### src/hdl/rmq_pkg.sv
// Shared constants, types and helpers for the rotation matrix to quaternion block.
package rmq_pkg;

	localparam int FRAC_BITS = 16;

	// Field widths of the ports.
	localparam int EW = 18;
	localparam int QW = 18;

	// Magnitude bits of an unnormalized component, and its signed width.
	localparam int AW = (FRAC_BITS > 17) ? FRAC_BITS + 2 : 19;
	localparam int VW = AW + 1;

	// Square, sum of squares, search remainder, running product, quotient.
	localparam int SQW = 2 * AW;
	localparam int SW  = SQW + 2;
	localparam int RW  = 2 * AW + 2 * FRAC_BITS + 8;
	localparam int PW  = SW + FRAC_BITS + 4;
	localparam int QMW = FRAC_BITS + 1;

	// Search stages: one per result bit.
	localparam int NSRCH = FRAC_BITS + 1;

	// Queue between front and back.
	localparam int QDEPTH = 4;
	localparam int QAW    = $clog2(QDEPTH);
	localparam int QCW    = $clog2(QDEPTH + 1);

	localparam logic signed [QW-1:0] OUT_MAX_C = {1'b0, {(QW - 1){1'b1}}};
	localparam logic signed [QW-1:0] OUT_MIN_C = {1'b1, {(QW - 1){1'b0}}};
	localparam logic signed [VW-1:0] ONE_V =
		{{(VW - FRAC_BITS - 1){1'b0}}, 1'b1, {FRAC_BITS{1'b0}}};
	localparam logic [QMW-1:0] ONE_Q = {1'b1, {FRAC_BITS{1'b0}}};

	typedef enum logic [1:0] {
		BR_TRACE,
		BR_X,
		BR_Y,
		BR_Z
	} branch_t;

	// One classified item: unnormalized x, y, z, w in slots 0 to 3.
	typedef struct packed {
		logic [3:0][VW-1:0] vec;
		branch_t            br;
		logic               degen;
	} item_t;

	// Side information that travels with an item through the back end.
	typedef struct packed {
		branch_t    br;
		logic       degen;
		logic [3:0] neg;
	} meta_t;

	// Applies the sign to a rounded magnitude and clamps to the port range.
	function automatic logic signed [QW-1:0] sat_out(input logic [QMW-1:0] m,
			input logic neg);
		logic [QMW+QW-1:0] mw;
		logic signed [QW-1:0] r;
		mw = (QMW + QW)'(m);
		if (neg) begin
			if (mw > (QMW + QW)'(2 ** (QW - 1)))
				r = OUT_MIN_C;
			else
				r = -$signed(mw[QW-1:0]);
		end else begin
			if (mw > (QMW + QW)'(OUT_MAX_C))
				r = OUT_MAX_C;
			else
				r = $signed(mw[QW-1:0]);
		end
		return r;
	endfunction

endpackage

### src/hdl/rmq_queue.sv
// Short queue of classified items between the front and back ends.
module rmq_queue import rmq_pkg::*; (
	input  logic  clk,
	input  logic  arst_n,
	input  logic  push_valid,
	output logic  push_ready,
	input  item_t push_item,
	output logic  pop_valid,
	input  logic  pop_ready,
	output item_t pop_item
);

	item_t            slot_q [QDEPTH];
	logic [QAW-1:0]   wr_ptr_q, rd_ptr_q;
	logic [QCW-1:0]   count_q;
	logic             push, pop;

	assign push_ready = (count_q != QCW'(QDEPTH));
	assign pop_valid  = (count_q != '0);
	assign pop_item   = slot_q[rd_ptr_q];
	assign push       = push_valid && push_ready;
	assign pop        = pop_valid && pop_ready;

	always_ff @(posedge clk or negedge arst_n) begin
		if (!arst_n) begin
			wr_ptr_q <= '0;
			rd_ptr_q <= '0;
			count_q  <= '0;
		end else begin
			if (push)
				wr_ptr_q <= wr_ptr_q + 1'b1;
			if (pop)
				rd_ptr_q <= rd_ptr_q + 1'b1;
			count_q <= count_q + QCW'(push) - QCW'(pop);
		end
	end

	always_ff @(posedge clk) begin
		if (push)
			slot_q[wr_ptr_q] <= push_item;
	end

	a_count_bound: assert property (@(posedge clk) disable iff (!arst_n)
		count_q <= QCW'(QDEPTH))
		else $error("queue count beyond depth");

	a_no_pop_empty: assert property (@(posedge clk) disable iff (!arst_n)
		(count_q == '0) |-> !pop)
		else $error("pop from empty queue");

	a_count_track: assert property (@(posedge clk) disable iff (!arst_n)
		(push && !pop) |=> (count_q == $past(count_q) + 1'b1))
		else $error("queue count did not follow a push");

endmodule

### config.mk
export PLATFORM = sky130hd
export DESIGN_NAME = rmq_queue
export DESIGN_NICKNAME = d
export VERILOG_FILES = /design/src/hdl/rmq_pkg.sv /design/src/hdl/rmq_queue.sv
export SDC_FILE = /design/constraint.sdc
export NUM_CORES = 1
export LEC_CHECK = 0
export BUFFER_PORTS_ARGS = -buffer_cell sky130_fd_sc_hd__clkbuf_2
export CAP_MARGIN = 25
export CELL_PAD_IN_SITES_DETAIL_PLACEMENT = 2
export CELL_PAD_IN_SITES_GLOBAL_PLACEMENT = 2
export CORE_AREA = 2 2 180 182
export CTS_BUF_LIST = sky130_fd_sc_hd__clkbuf_4
export DETAILED_ROUTE_END_ITERATION = 8
export DIE_AREA = 0 0 182 184
export GPL_ROUTABILITY_DRIVEN = 0
export PLACE_DENSITY = 0.74
export SYNTH_ARGS = -nofsm -noshare
export SYNTH_HDL_FRONTEND = slang
export SYNTH_SLANG_ARGS = --single-unit
### constraint.sdc
create_clock -name clk -period 5.4 [get_ports clk]
set_clock_uncertainty 0.2 [all_clocks]
set_input_delay 0.54 -clock clk [delete_from_list [all_inputs] [get_ports clk]]
set_output_delay 0.54 -clock clk [all_outputs]
set_load 0.05 [all_outputs]
==> impl_results.md <==
- Result of the run: completed
- Cells along the critical path: buf_4 -> mux4_2 -> clkbuf_2
- CTS tree: done
- Clock transition at the registers of the reported paths: about 60 ps
- Total placed instance area: 13,800 µm²
- Largest incremental delay on the critical path: 990 ps
- Floorplan Core Area: 31,400 µm²
- Total number of vias: 6,346
- Die Wd: 182 µm
- PostCTS Resize Cnt: 0
- Overall die area: 33,500 µm²
- Placed cells: 1,040
- Site Rows: 65
- Buffers added on ports: around 170
- Clock buffer depth: 3
- Utilization after layout: 0.502
- Final global-route overflow total: 0
- Critical Path Source Type: flop
- Global-route wire length before repair: 46.0 mm
- Number of hold violations in the final report: 0
- Antenna-violating nets left: 0
- Final Instance Area: 15,800 µm²
- Startpoint of the lowest-slack register-to-register path: count_q[2]$_DFF_PN0_
- Worst R2R Setup Slack: ~2400 ps
- Worst reg2reg path depth: 9
- Register area share after synthesis: 0.812
- Final-layout setup total negative slack: 0 ps
- Crit path max-delay cell type: dfrtp_4
- Area share of the largest cell type after synthesis: 0.798
- DRC Markers: 0
- Cell area power density: about 610 nW/µm²
- Capturing instance or port of the critical path: pop_item[16]
- Finish-stage setup viols: 0
- Shortest period the worst path allows: between 3000 and 4000 ps
- Final Power: roughly 9.5 mW
- Largest area contributor in the netlist: edfxtp_1
- Final nets: 909
- CP Capture Type: primary output
- Initial DRC Count: 350
- Achievable Freq: roughly 0.27 GHz
- Relative slew margins: 0.358
- Type of the tightest min-delay check: primary input to async pin
- TritonCTS sink count: 339
- Synth Instances: 475
- Worst voltage drop across the vdd grid: 351 µV
- Worst R2R End: count_q[2]$_DFF_PN0_
- Required time reported for the critical path endpoint: around 4700 ps
- Largest cells by area after synthesis: edfxtp_1 (80%), mux4_2 (15%), dfrtp_1 (1.4%), buf_12 (0.96%), ha_1 (0.60%)
- FF+latch area: 10,200 µm²
- Leakage: 5.55 nW
- Net count after synthesis: 569
- Avg Inst Size Synth: 26.3 µm²
- Total Wirelength: 30.3 mm
- Y dimension of the die: 184 µm
- Number of flip-flops and latches in the synthesized netlist: 339
- Part of the cycle the worst path needs: 0.675
- Crit-path max FO: between 50 and 60
- Count of boundary I/O pins: 172
- Max-slew violations: 0
- Combined area of all synthesized cells: 12,500 µm²
- Initial Util: 0.398
- Final std cells w/o fill: 1,273
- Yosys warnings: 0
- Share of post-route cells with drive strength above 1: 0.465
- Buffers plus inverters on the worst setup path: 2
- Logic depth of the worst path, buffers included: 3
- Netlist cell types: 22
- Via density: 4.99
- Number of detailed-route iterations in the first pass: 6
- Crit path kind: flop to primary output
- Average wire per cell in the routed design: 23.8 µm
- Area added between synthesis and finish: 26.1%
- Number of max-capacitance violations reported: 0
- Clock root buffer master: clkbuf_4
- Worst-Skew Late Latency: 680 ps
- DPL Wire Length: approximately 18 mm
- Via count of the first global-routing pass: between 7,000 and 8,000
- Startpoint of the worst setup timing path: rd_ptr_q[1]$_DFFE_PN0P_
- Unrepaired setup endpoints after global routing: false
- Clock H-tree levels: 3
- Cell class contributing the biggest share of worst-path delay: flip-flops
- Antenna violations before repair: 2
- Pin count of the biggest net entering global routing: 53
- Total area of multi-input combinational cells: 2150 µm²
- Total clock buffers created by CTS: 89
- Slew of the pin with the lowest slew margin: 961 ps
- GRT Total Usage: 0.186
- Number of filler cells placed in the layout: 2,778
- Critical path data arrival time: ~2900 ps
==> sequential cells by signal (all words and copies together) (netlist names) <==
name      count
count_q       3
slot_q      332
wr_ptr_q      2
rd_ptr_q      2
==> layout make-up <==
class                   count  area share
diodes                      2    0.000318
well taps                 402      0.0319
inverters                   6     0.00143
repair buffers            268       0.119
multi-input cells         111       0.136
clock inverters            17     0.00540
flip-flops and latches    339       0.644
clock buffers             128      0.0610
==> layout by cell type (no fill, tap or decap) <==
master	Yosys	final
or3_1	1	1
clkbuf_2	0	171
and3b_4	0	4
dfrtp_4	0	2
diode_2	0	2
mux4_2	83	83
buf_4	3	5
clkinvlp_4	0	3
nand2_1	1	1
dfrtp_1	7	5
o31a_1	1	1
inv_1	6	6
ha_1	6	6
dlygate4sd3_1	0	86
nor3b_1	1	1
clkinv_1	0	12
clkinv_4	0	2
xnor2_1	3	3
nand2b_1	4	4
nand4bb_1	2	2
buf_16	0	1
o211ai_1	2	2
fa_1	1	1
xor2_1	1	1
buf_12	6	5
clkbuf_4	0	128
edfxtp_1	332	332
o311ai_0	1	1
==> through the flow <==
| step | setup slack [ps] | hold slack, ps |
|---|---|---|
| detailed placement | 2360 | 194 |
| floorplan | 2070 | 44.4 |
| global placement | 2210 | 189 |
| finish | 1750 | 61.1 |
| CTS | 1610 | 2.01 |
| global route | 1560 | 12.4 |
==> kinds of logic after synthesis <==
logic type / synth area share
AND/OR/NAND/NOR: 0.00801
XOR/XNOR: 0.00280
AO/OA/AOI/OAI: 0.00260
buffers and inverters: 0.0175
multiplexers: 0.150
flip-flops: 0.812
adder cells (fa/ha/maj): 0.00761
==> timing repair <==
item	CTS	global route
buffers inserted	0	0
setup endpoints to repair	0	0
endpoints found under the hold margin	341	0
hold buffers	86	0
==> synth_stat cells <==
master / instances
clkbuf_1: 2
xnor2_1: 3
xor2_1: 1
o311ai_0: 1
mux4_2: 83
buf_6: 1
ha_1: 6
nand4bb_1: 2
buf_12: 6
o211ai_1: 2
and3b_1: 4
o31a_1: 1
or3_1: 1
inv_1: 6
nand2b_1: 4
fa_1: 1
edfxtp_1: 332
buf_2: 7
dfrtp_1: 7
buf_4: 3
nand2_1: 1
nor3b_1: 1
==> worst min-delay path by stage <==
stage | start | end | cells after the start
after floorplan | arst_n | count_q[0]$_DFF_PN0_ | 0
after global routing | arst_n | wr_ptr_q[1]$_DFFE_PN0P_ | 2
after CTS | arst_n | wr_ptr_q[1]$_DFFE_PN0P_ | 2
final | arst_n | wr_ptr_q[1]$_DFFE_PN0P_ | 2
after global placement | arst_n | wr_ptr_q[0]$_DFFE_PN0P_ | 1
after detailed placement | arst_n | wr_ptr_q[0]$_DFFE_PN0P_ | 1
==> layer usage <==
| metal | global-route usage | wire, µm | up-vias |
|---|---|---|---|
| li1 | - | - | 2780 |
| met1 | 0.221 | 12200 | 3315 |
| met2 | 0.330 | 15900 | 191 |
| met3 | 0.0464 | 1520 | 58 |
| met4 | 0.0668 | 667 | 2 |
| met5 | 0 | 7 | - |
==> power breakdown <==
part / switching [mW] / internal, mW / total (mW) / leakage, nW
logic: 2.52 / 1.13 / 3.66 / 1.81
clock network: 1.01 / 1.08 / 2.09 / 0.616
registers: 0.322 / 3.47 / 3.79 / 3.12
total: 3.86 / 5.69 / 9.54 / 5.55
Power figures use the tool's default switching activity.
